[src/sv/ssc_pkg.sv]
// ----------------------------------------------------------------------------
// ssc_pkg
// Shared constants and controller/datapath interface types for the
// byte-serial sponge stream cipher.
// ----------------------------------------------------------------------------
`default_nettype none

package ssc_pkg;

    // command codes carried in s_tuser
    localparam logic [1:0] CMD_ABSORB  = 2'd0;
    localparam logic [1:0] CMD_PROCESS = 2'd1;
    localparam logic [1:0] CMD_SQUEEZE = 2'd2;
    localparam logic [1:0] CMD_UNUSED  = 2'd3;

    // cipher constants
    localparam logic [7:0] RESET_FILL = 8'd3;
    localparam logic [7:0] HALF_POINT = 8'd128;
    localparam logic [7:0] STEP_INC   = 8'd2;
    localparam int         REMIX_ROUNDS = 512;
    localparam int         CNT_W        = $clog2(REMIX_ROUNDS);
    localparam logic [CNT_W-1:0] CNT_LAST = CNT_W'(REMIX_ROUNDS - 1);

    // sequencer step codes, shared by controller and datapath
    localparam int STEP_W = 5;
    localparam logic [STEP_W-1:0] ST_IDLE  = 5'd0;
    localparam logic [STEP_W-1:0] ST_JADD  = 5'd1;
    localparam logic [STEP_W-1:0] ST_NCHK  = 5'd2;
    localparam logic [STEP_W-1:0] ST_NR0   = 5'd3;
    localparam logic [STEP_W-1:0] ST_NR1   = 5'd4;
    localparam logic [STEP_W-1:0] ST_NW0   = 5'd5;
    localparam logic [STEP_W-1:0] ST_NW1   = 5'd6;
    localparam logic [STEP_W-1:0] ST_UA    = 5'd7;
    localparam logic [STEP_W-1:0] ST_UB    = 5'd8;
    localparam logic [STEP_W-1:0] ST_UC    = 5'd9;
    localparam logic [STEP_W-1:0] ST_UD    = 5'd10;
    localparam logic [STEP_W-1:0] ST_UE    = 5'd11;
    localparam logic [STEP_W-1:0] ST_RDONE = 5'd12;
    localparam logic [STEP_W-1:0] ST_KA    = 5'd13;
    localparam logic [STEP_W-1:0] ST_KB    = 5'd14;
    localparam logic [STEP_W-1:0] ST_KC    = 5'd15;
    localparam logic [STEP_W-1:0] ST_KD    = 5'd16;
    localparam logic [STEP_W-1:0] ST_EMIT  = 5'd17;

    // controller to datapath
    typedef struct packed {
        logic [STEP_W-1:0] step;
        logic              take;      // input transfer this cycle
        logic              nib_hi;    // absorbing the high nibble
        logic              proc;      // current item is a process command
        logic              load_out;  // move the result into the output register
    } ssc_ctl_t;

    // datapath to controller
    typedef struct packed {
        logic ptr_half;   // absorb pointer sits at the half point
        logic out_free;   // output register can take a result this cycle
    } ssc_sts_t;

endpackage

`default_nettype wire

[src/sv/ssc_datapath.sv]
// ----------------------------------------------------------------------------
// ssc_datapath
// Permutation memory, cipher registers and output register. Carries out at
// most one memory access per step as commanded by the controller.
// ----------------------------------------------------------------------------
`default_nettype none

module ssc_datapath
    import ssc_pkg::*;
(
    input  wire logic       aclk,
    input  wire logic       aresetn,
    input  wire ssc_ctl_t   ctl,
    output ssc_sts_t        sts,
    input  wire logic [7:0] in_byte,
    input  wire logic       cfg_wr_en,
    input  wire logic       cfg_wr_data,
    input  wire logic       out_ready,
    output logic            out_valid,
    output logic [7:0]      out_byte
);

    // permutation memory with per-entry valid bits
    logic [7:0]   mem [0:255];
    logic [255:0] valid_reg;
    logic [7:0]   rdata_q;
    logic         rvalid_q;
    logic [7:0]   raddr_q;
    logic [7:0]   raddr;
    logic         we;
    logic [7:0]   waddr;
    logic [7:0]   wdata;
    logic [7:0]   rd;

    // cipher registers
    logic [7:0] i_reg, i_next;
    logic [7:0] j_reg, j_next;
    logic [7:0] k_reg, k_next;
    logic [7:0] w_reg, w_next;
    logic [7:0] ptr_reg, ptr_next;
    logic [7:0] last_reg, last_next;
    logic [7:0] ta_reg, ta_next;
    logic [7:0] b_reg, b_next;
    logic [7:0] d_reg, d_next;
    logic [7:0] r_reg, r_next;
    logic       decrypt_reg;
    logic       out_valid_reg;
    logic [7:0] out_byte_reg;

    logic [3:0] nib;
    logic [7:0] hi_addr;
    logic [7:0] absorb_src;

    // unwritten entries read as their reset value
    assign rd = rvalid_q ? rdata_q : (raddr_q + RESET_FILL);

    assign nib        = ctl.nib_hi ? b_reg[7:4] : b_reg[3:0];
    assign hi_addr    = HALF_POINT + {4'b0000, nib};
    assign absorb_src = (ctl.proc && decrypt_reg) ? r_reg : d_reg;

    // step decode
    always_comb begin
        i_next    = i_reg;
        j_next    = j_reg;
        k_next    = k_reg;
        w_next    = w_reg;
        ptr_next  = ptr_reg;
        last_next = last_reg;
        ta_next   = ta_reg;
        b_next    = b_reg;
        d_next    = d_reg;
        r_next    = r_reg;
        raddr     = 8'd0;
        we        = 1'b0;
        waddr     = 8'd0;
        wdata     = 8'd0;
        case (ctl.step)
            ST_IDLE: begin
                if (ctl.take) begin
                    d_next = in_byte;
                end
            end
            ST_KA: raddr = last_reg + k_reg;
            ST_KB: raddr = i_reg + rd;
            ST_KC: raddr = j_reg + rd;
            ST_KD: begin
                last_next = rd;
                r_next    = ctl.proc ? (rd ^ d_reg) : rd;
            end
            ST_JADD: begin
                b_next = absorb_src;
                j_next = j_reg + absorb_src;
            end
            ST_RDONE: begin
                w_next   = w_reg + STEP_INC;
                ptr_next = 8'd0;
            end
            ST_NR0: raddr = ptr_reg;
            ST_NR1: begin
                ta_next = rd;
                raddr   = hi_addr;
            end
            ST_NW0: begin
                we    = 1'b1;
                waddr = ptr_reg;
                wdata = rd;
            end
            ST_NW1: begin
                we       = 1'b1;
                waddr    = hi_addr;
                wdata    = ta_reg;
                ptr_next = ptr_reg + 8'd1;
            end
            ST_UA: begin
                i_next = i_reg + w_reg;
                raddr  = i_reg + w_reg;
            end
            ST_UB: begin
                ta_next = rd;
                raddr   = j_reg + rd;
            end
            ST_UC: begin
                j_next = k_reg + rd;
                raddr  = k_reg + rd;
            end
            ST_UD: begin
                k_next = i_reg + k_reg + rd;
                we     = 1'b1;
                waddr  = i_reg;
                wdata  = rd;
            end
            ST_UE: begin
                we    = 1'b1;
                waddr = j_reg;
                wdata = ta_reg;
            end
            default: begin
            end
        endcase
    end

    // memory array, registered read
    always_ff @(posedge aclk) begin
        if (we) begin
            mem[waddr] <= wdata;
        end
        rdata_q <= mem[raddr];
        raddr_q <= raddr;
    end

    // valid bits and read-side valid
    always_ff @(posedge aclk) begin
        if (!aresetn) begin
            valid_reg <= '0;
            rvalid_q  <= 1'b0;
        end else begin
            if (we) begin
                valid_reg[waddr] <= 1'b1;
            end
            rvalid_q <= valid_reg[raddr];
        end
    end

    // cipher state
    always_ff @(posedge aclk) begin
        if (!aresetn) begin
            i_reg    <= RESET_FILL;
            j_reg    <= RESET_FILL;
            k_reg    <= RESET_FILL;
            w_reg    <= RESET_FILL;
            ptr_reg  <= RESET_FILL;
            last_reg <= RESET_FILL;
        end else begin
            i_reg    <= i_next;
            j_reg    <= j_next;
            k_reg    <= k_next;
            w_reg    <= w_next;
            ptr_reg  <= ptr_next;
            last_reg <= last_next;
        end
    end

    // scratch registers
    always_ff @(posedge aclk) begin
        ta_reg <= ta_next;
        b_reg  <= b_next;
        d_reg  <= d_next;
        r_reg  <= r_next;
    end

    // mode register
    always_ff @(posedge aclk) begin
        if (!aresetn) begin
            decrypt_reg <= 1'b0;
        end else if (cfg_wr_en) begin
            decrypt_reg <= cfg_wr_data;
        end
    end

    // output register
    always_ff @(posedge aclk) begin
        if (!aresetn) begin
            out_valid_reg <= 1'b0;
        end else if (ctl.load_out) begin
            out_valid_reg <= 1'b1;
        end else if (out_ready) begin
            out_valid_reg <= 1'b0;
        end
    end

    always_ff @(posedge aclk) begin
        if (ctl.load_out) begin
            out_byte_reg <= r_reg;
        end
    end

    assign out_valid    = out_valid_reg;
    assign out_byte     = out_byte_reg;
    assign sts.ptr_half = (ptr_reg == HALF_POINT);
    assign sts.out_free = !out_valid_reg || out_ready;

endmodule

`default_nettype wire

[src/sv/ssc_ctrl.sv]
// ----------------------------------------------------------------------------
// ssc_ctrl
// Sequencer for the cipher: walks the key-absorb, keystream, update and
// remix step sequences and hands results to the output register.
// ----------------------------------------------------------------------------
`default_nettype none

module ssc_ctrl
    import ssc_pkg::*;
(
    input  wire logic       aclk,
    input  wire logic       aresetn,
    input  wire logic       in_valid,
    input  wire logic [1:0] in_cmd,
    output logic            in_ready,
    input  wire ssc_sts_t   sts,
    output ssc_ctl_t        ctl
);

    logic [STEP_W-1:0] state_reg, state_next;
    logic [1:0]        cmd_reg, cmd_next;
    logic              nib_reg, nib_next;
    logic              remix_reg, remix_next;
    logic [CNT_W-1:0]  cnt_reg, cnt_next;
    logic              take;
    logic              proc;
    logic              load_out;

    assign in_ready = (state_reg == ST_IDLE);
    assign take     = in_ready && in_valid;
    assign proc     = (cmd_reg == CMD_PROCESS);
    assign load_out = (state_reg == ST_EMIT) && sts.out_free;

    // next-state logic
    always_comb begin
        state_next = state_reg;
        cmd_next   = cmd_reg;
        nib_next   = nib_reg;
        remix_next = remix_reg;
        cnt_next   = cnt_reg;
        case (state_reg)
            ST_IDLE: begin
                if (take) begin
                    cmd_next   = in_cmd;
                    nib_next   = 1'b0;
                    remix_next = 1'b0;
                    case (in_cmd)
                        CMD_ABSORB:  state_next = ST_JADD;
                        CMD_PROCESS: state_next = ST_KA;
                        CMD_SQUEEZE: state_next = ST_UA;
                        default:     state_next = ST_IDLE;
                    endcase
                end
            end
            ST_JADD: begin
                nib_next   = 1'b0;
                state_next = ST_NCHK;
            end
            ST_NCHK: begin
                if (sts.ptr_half) begin
                    remix_next = 1'b1;
                    cnt_next   = '0;
                    state_next = ST_UA;
                end else begin
                    state_next = ST_NR0;
                end
            end
            ST_NR0: state_next = ST_NR1;
            ST_NR1: state_next = ST_NW0;
            ST_NW0: state_next = ST_NW1;
            ST_NW1: begin
                if (!nib_reg) begin
                    nib_next   = 1'b1;
                    state_next = ST_NCHK;
                end else if (proc) begin
                    state_next = ST_UA;
                end else begin
                    state_next = ST_IDLE;
                end
            end
            ST_UA: state_next = ST_UB;
            ST_UB: state_next = ST_UC;
            ST_UC: state_next = ST_UD;
            ST_UD: state_next = ST_UE;
            ST_UE: begin
                if (remix_reg) begin
                    if (cnt_reg == CNT_LAST) begin
                        state_next = ST_RDONE;
                    end else begin
                        cnt_next   = cnt_reg + 1'b1;
                        state_next = ST_UA;
                    end
                end else if (proc) begin
                    state_next = ST_EMIT;
                end else begin
                    state_next = ST_KA;
                end
            end
            ST_RDONE: begin
                remix_next = 1'b0;
                state_next = ST_NR0;
            end
            ST_KA: state_next = ST_KB;
            ST_KB: state_next = ST_KC;
            ST_KC: state_next = ST_KD;
            ST_KD: state_next = proc ? ST_JADD : ST_EMIT;
            ST_EMIT: begin
                if (sts.out_free) begin
                    state_next = ST_IDLE;
                end
            end
            default: state_next = ST_IDLE;
        endcase
    end

    // control registers
    always_ff @(posedge aclk) begin
        if (!aresetn) begin
            state_reg <= ST_IDLE;
            cmd_reg   <= CMD_ABSORB;
            nib_reg   <= 1'b0;
            remix_reg <= 1'b0;
            cnt_reg   <= '0;
        end else begin
            state_reg <= state_next;
            cmd_reg   <= cmd_next;
            nib_reg   <= nib_next;
            remix_reg <= remix_next;
            cnt_reg   <= cnt_next;
        end
    end

    assign ctl.step     = state_reg;
    assign ctl.take     = take;
    assign ctl.nib_hi   = nib_reg;
    assign ctl.proc     = proc;
    assign ctl.load_out = load_out;

endmodule

`default_nettype wire

[src/sv/sponge_stream_cipher_byte.sv]
// ----------------------------------------------------------------------------
// sponge_stream_cipher_byte
// Byte-serial sponge stream cipher over a 256-byte permutation table.
// ----------------------------------------------------------------------------
// One byte command at a time, over a permutation memory with one read port,
// one write port and registered read; each step makes at most one table
// access. A key byte runs the key absorb; a squeeze runs the state update
// and keystream walk, a process byte the keystream walk, key absorb and
// state update, each then with the output handoff. Whenever the absorb
// pointer reaches the half point, the next nibble first runs the remix of
// 512 updates. The output register lets a new command start while the last
// result still waits on m_tready; a command producing a result stalls in its
// final cycle only if the previous result has not been taken. Command code 3
// is accepted and dropped. decrypt_mode selects whether process absorbs the
// incoming byte (0) or the produced byte (1); write it only while idle.
`default_nettype none

module sponge_stream_cipher_byte
    import ssc_pkg::*;
(
    input  wire logic       aclk,
    input  wire logic       aresetn,
    // configuration: decrypt_mode
    input  wire logic       cfg_wr_en,
    input  wire logic       cfg_wr_data,
    // command input
    input  wire logic       s_tvalid,
    output logic            s_tready,
    input  wire logic [7:0] s_tdata,    // [7:0] data_byte
    input  wire logic [1:0] s_tuser,    // [1:0] cmd
    // result output
    output logic            m_tvalid,
    input  wire logic       m_tready,
    output logic [7:0]      m_tdata     // [7:0] out_byte
);

    ssc_ctl_t ctl;
    ssc_sts_t sts;

    // sequencer
    ssc_ctrl u_ctrl (
        .aclk     (aclk),
        .aresetn  (aresetn),
        .in_valid (s_tvalid),
        .in_cmd   (s_tuser),
        .in_ready (s_tready),
        .sts      (sts),
        .ctl      (ctl)
    );

    // table and registers
    ssc_datapath u_datapath (
        .aclk        (aclk),
        .aresetn     (aresetn),
        .ctl         (ctl),
        .sts         (sts),
        .in_byte     (s_tdata),
        .cfg_wr_en   (cfg_wr_en),
        .cfg_wr_data (cfg_wr_data),
        .out_ready   (m_tready),
        .out_valid   (m_tvalid),
        .out_byte    (m_tdata)
    );

endmodule

`default_nettype wire

[config.mk]
export PLATFORM = sky130hd
export DESIGN_NAME = sponge_stream_cipher_byte
export DESIGN_NICKNAME = d
export VERILOG_FILES = /design/src/sv/ssc_pkg.sv /design/src/sv/ssc_datapath.sv /design/src/sv/ssc_ctrl.sv /design/src/sv/sponge_stream_cipher_byte.sv
export SDC_FILE = /design/constraint.sdc
export NUM_CORES = 2
export LEC_CHECK = 0
export BUFFER_PORTS_ARGS = -buffer_cell sky130_fd_sc_hd__buf_2
export CORE_ASPECT_RATIO = 0.8
export CORE_MARGIN = 2
export CORE_UTILIZATION = 35
export CTS_CLUSTER_SIZE = 8
export DETAILED_ROUTE_END_ITERATION = 12
export PLACE_DENSITY_LB_ADDON = 0.1
export SLEW_MARGIN = 25
export SYNTH_ARGS = -nofsm -noshare
export SYNTH_HDL_FRONTEND = slang
export SYNTH_SLANG_ARGS = --single-unit
[constraint.sdc]
create_clock -name aclk -period 13.75 [get_ports aclk]
set_clock_uncertainty 0.05 [all_clocks]
set_input_delay 2.0625 -clock aclk [delete_from_list [all_inputs] [get_ports aclk]]
set_output_delay 2.0625 -clock aclk [all_outputs]
set_load 0.02 [all_outputs]
==> flow_summary_export.csv <==
group,metric,value,unit
outcome,outcome,"finished clean",
detailed_routing,routed_wl,375000,µm
pwr,seqPwrFrac,35.4,%
yosys,synth_nets,8013,
pwr,p_int,0.0149,W
cts,cts_max_level,5,
place,portBuffers,25,
floorplanning,die_area,289000,µm²
worst_setup_path,cp_max_fo,55,
worst_setup_path,worst-path-buf-inv,6,
floorplanning,io_pins,26,
cells_and_area,fillCellCount,26771,
detailed_routing,wl_per_cell,31.2,µm
floorplanning,die_h,482,µm
detailed_routing,vias,69106,
worst_setup_path,max_stage_delay,0.90,ns
floorplanning,core,284000,µm²
sta,final_hold_viol_count,0,
cts,clock_path_buffers,4,
sta,setup_viol,0,
flow_run,maxCapViolations,0,
cells_and_area,largest_reg_flops,2048,
cells_and_area,syn_to_final_growth,14.7,%
sta,timing.final.crit_share,60.4,%
yosys,synth_common_cells,"2088 x edfxtp_1, 1711 x nand2_1, 650 x nand3_1",
pwr,p_clk_share,34.3,%
worst_setup_path,critPathCaptureType,"flop",
sta,whs,0.396,ns
cells_and_area,drive_above_1_share,9.63,%
cts,root_buffer,"clkbuf_16",
worst_setup_path,path_common_cell,"buf_4",
detailed_routing,avgViaCountPerCell,5.75,
cts,cts_tree,"built",
detailed_routing,drc,0,
hold_path,hp-class,"flop to flop",
floorplanning,rows,175,
place,place.gp.congestion,0.870,
yosys,synth_edf_count,2088,
place,dp_hpwl,219000,µm
floorplanning,die_w,601,µm
yosys,ys_seq_area_share,69.7,%
sta,rsz0062_at_grt,"false",
yosys,synth.avg_cell_area,12.6,µm²
pwr,powerDensity,206,nW/µm²
detailed_routing,drtAntennaViolNets,0,
grt,grt_first_pass_wirelength,523000,µm
pwr,power.leakage,37.9,nW
worst_setup_path,crit_family,"buffers and inverters",
worst_setup_path,crit_chain,"nand2b_1 -> a21oi_1 -> buf_4 -> mux2_2 -> ha_1 -> inv_1 -> fa_1 -> xnor2_1 -> a221oi_4 -> buf_4 -> and2_4 -> buf_4 -> buf_4 -> buf_4 -> nand2_1 -> a311oi_1 -> a311oi_1 -> a21oi_1 -> a31oi_2 -> nand4_1 -> and3_1",
yosys,synth_top_area_share,62.8,%
place,dpl_cell_area,104000,µm²
cts,clk_pin_slew,0.05,ns
worst_setup_path,required,14.50,ns
worst_setup_path,start_kind,"flop",
cells_and_area,final_nets,7998,
cts,cts_resized,0,
cells_and_area,regArea,69500,µm²
cts,cts_setup_buffers,0,
pwr,p_switching,0.00871,W
grt,overflow,0,
grt,track_usage,25.2,%
yosys,synth_ff_type,"edfxtp_1",
yosys,netlist_area,99800,µm²
grt,first_global_vias,64442,
cts,numCtsBuffers,346,
pwr,swShare,37.0,%
cells_and_area,multi_input_area,27900,µm²
yosys,synth_top_cell_by_area,"edfxtp_1",
yosys,netlist_top_cells_area,"edfxtp_1 63%, dfxtp_1 6.8%, nand2_1 6.4%",
yosys,ys_warn_count,0,
sta,tightest_slew,1.25,ns
pwr,peakVddDrop,0.000128,V
yosys,syn_inst,7936,
sta,fmax,120,MHz
cts,cts_hold_buf,0,
grt,antenna_found_initial,30,
worst_setup_path,critPathKind,"flop to flop",
grt,grt_max_degree,194,
worst_setup_path,slowest_stage,"dfxtp_1",
cells_and_area,final_area,114000,µm²
cts,clk_latency,0.89,ns
yosys,yosysMostFrequentCell,"edfxtp_1",
cts,clock_sinks,2428,
sta,tns,0,ns
sta,slew_viol_final,0,
yosys,ys_ff_latch,2428,
yosys,synthArstFlopShare,0,%
worst_setup_path,crit_arrival,9.05,ns
floorplanning,initial_utilization,35.1,%
sta,slew_headroom,15.4,%
sta,fin_crit,8.30,ns
pwr,combPwrFrac,30.3,%
detailed_routing,firstDrtPassIters,6,
detailed_routing,drtIter0Drc,8983,
yosys,synth_cell_types,95,
-- cell usage in the layout, fill, tap and decap left out, types with 24 or more instances in the layout --
cell	synthesis	final
and2_1	28	25
edfxtp_1	2088	2088
clkbuf_1	225	258
nand3_1	650	650
and3_1	284	284
inv_1	54	54
clkbuf_16	0	358
mux4_2	25	25
nand2_1	1711	1708
a31oi_1	182	179
a311oi_1	166	166
dfxtp_1	340	340
a32oi_1	27	27
ha_1	48	48
nor2_2	1	102
xnor2_1	27	27
o21ai_0	90	83
buf_4	22	165
nor3_1	46	41
nand4_1	50	50
o21a_1	267	267
buf_2	262	24
mux2i_1	133	133
nor2_1	334	230
a211oi_1	213	210
a21oi_1	192	189
o2111ai_1	48	48
-- cell families (layout without fill, tap and decap cells) --
family                     Yosys count  after routing  synth area share (%)
other                                0             11                     0
adders and majority gates           62             62                 0.873
and+or+nand+nor                   3200           3200                  14.1
buffers and inverters              638            905                  2.87
DFF                               2428           2428                  69.7
muxes                              178            178                  2.12
AOI/OAI and AO/OA                 1382           1382                  9.90
xor gates and xnor gates            48             48                 0.436
-- final cells by class --
class / count / area share, %
Sequential cell: 2428 / 60.7
Clock buffer: 616 / 8.68
Timing Repair Buffer: 214 / 1.62
Clock inverter: 14 / 0.153
Multi-Input combinational cell: 4870 / 24.4
Inverter: 61 / 0.242
Antenna cell: 11 / 0.0241
Tap cell: 3805 / 4.16
-- power by group through the flow --
stage	Sequential, W	Clock [W]	Combinational, W
2_1_floorplan	0.00855	0	0.00397
5_1_grt	0.00834	0.00848	0.00753
3_3_place_gp	0.00848	0	0.00701
6_report	0.00835	0.00808	0.00714
3_5_place_dp	0.00849	0	0.00702
4_1_cts	0.00834	0.00818	0.00704
-- metrics by stage --
step / utilization [%] / total power (W) / instances / worst slack, ns
2_1_floorplan: - / 0.0125 / 7936 / 0.0252
3_3_place_gp: 36.6 / 0.0155 / 11371 / 4.26
3_5_place_dp: 36.6 / 0.0155 / 11375 / 5.57
4_1_cts: 40.2 / 0.0236 / 12005 / 5.53
5_1_grt: 40.3 / 0.0244 / 12009 / 5.10
6_report: 40.3 / 0.0236 / 12019 / 5.45
-- metal layers --
metal	vias to the layer above	global-route usage [%]	wire length (µm)
met5	-	0	49
met1	35816	39.0	176000
met3	516	4.57	32000
li1	29691	-	-
met2	3075	36.2	157000
met4	8	6.33	9230
-- worst paths after layout --
path	from	to	slack [ns]	cells after the start
max	u_ctrl.state_reg[4]	u_datapath.rdata_q[7]	5.45	21
min	u_datapath.r_reg[6]	u_datapath.out_byte[6]	0.40	0
max reg2reg	u_ctrl.state_reg[4]	u_datapath.rdata_q[7]	5.45	21
min reg2reg	u_datapath.r_reg[6]	u_datapath.out_byte[6]	0.40	0
Note: power is estimated with default switching activity, not from simulation.
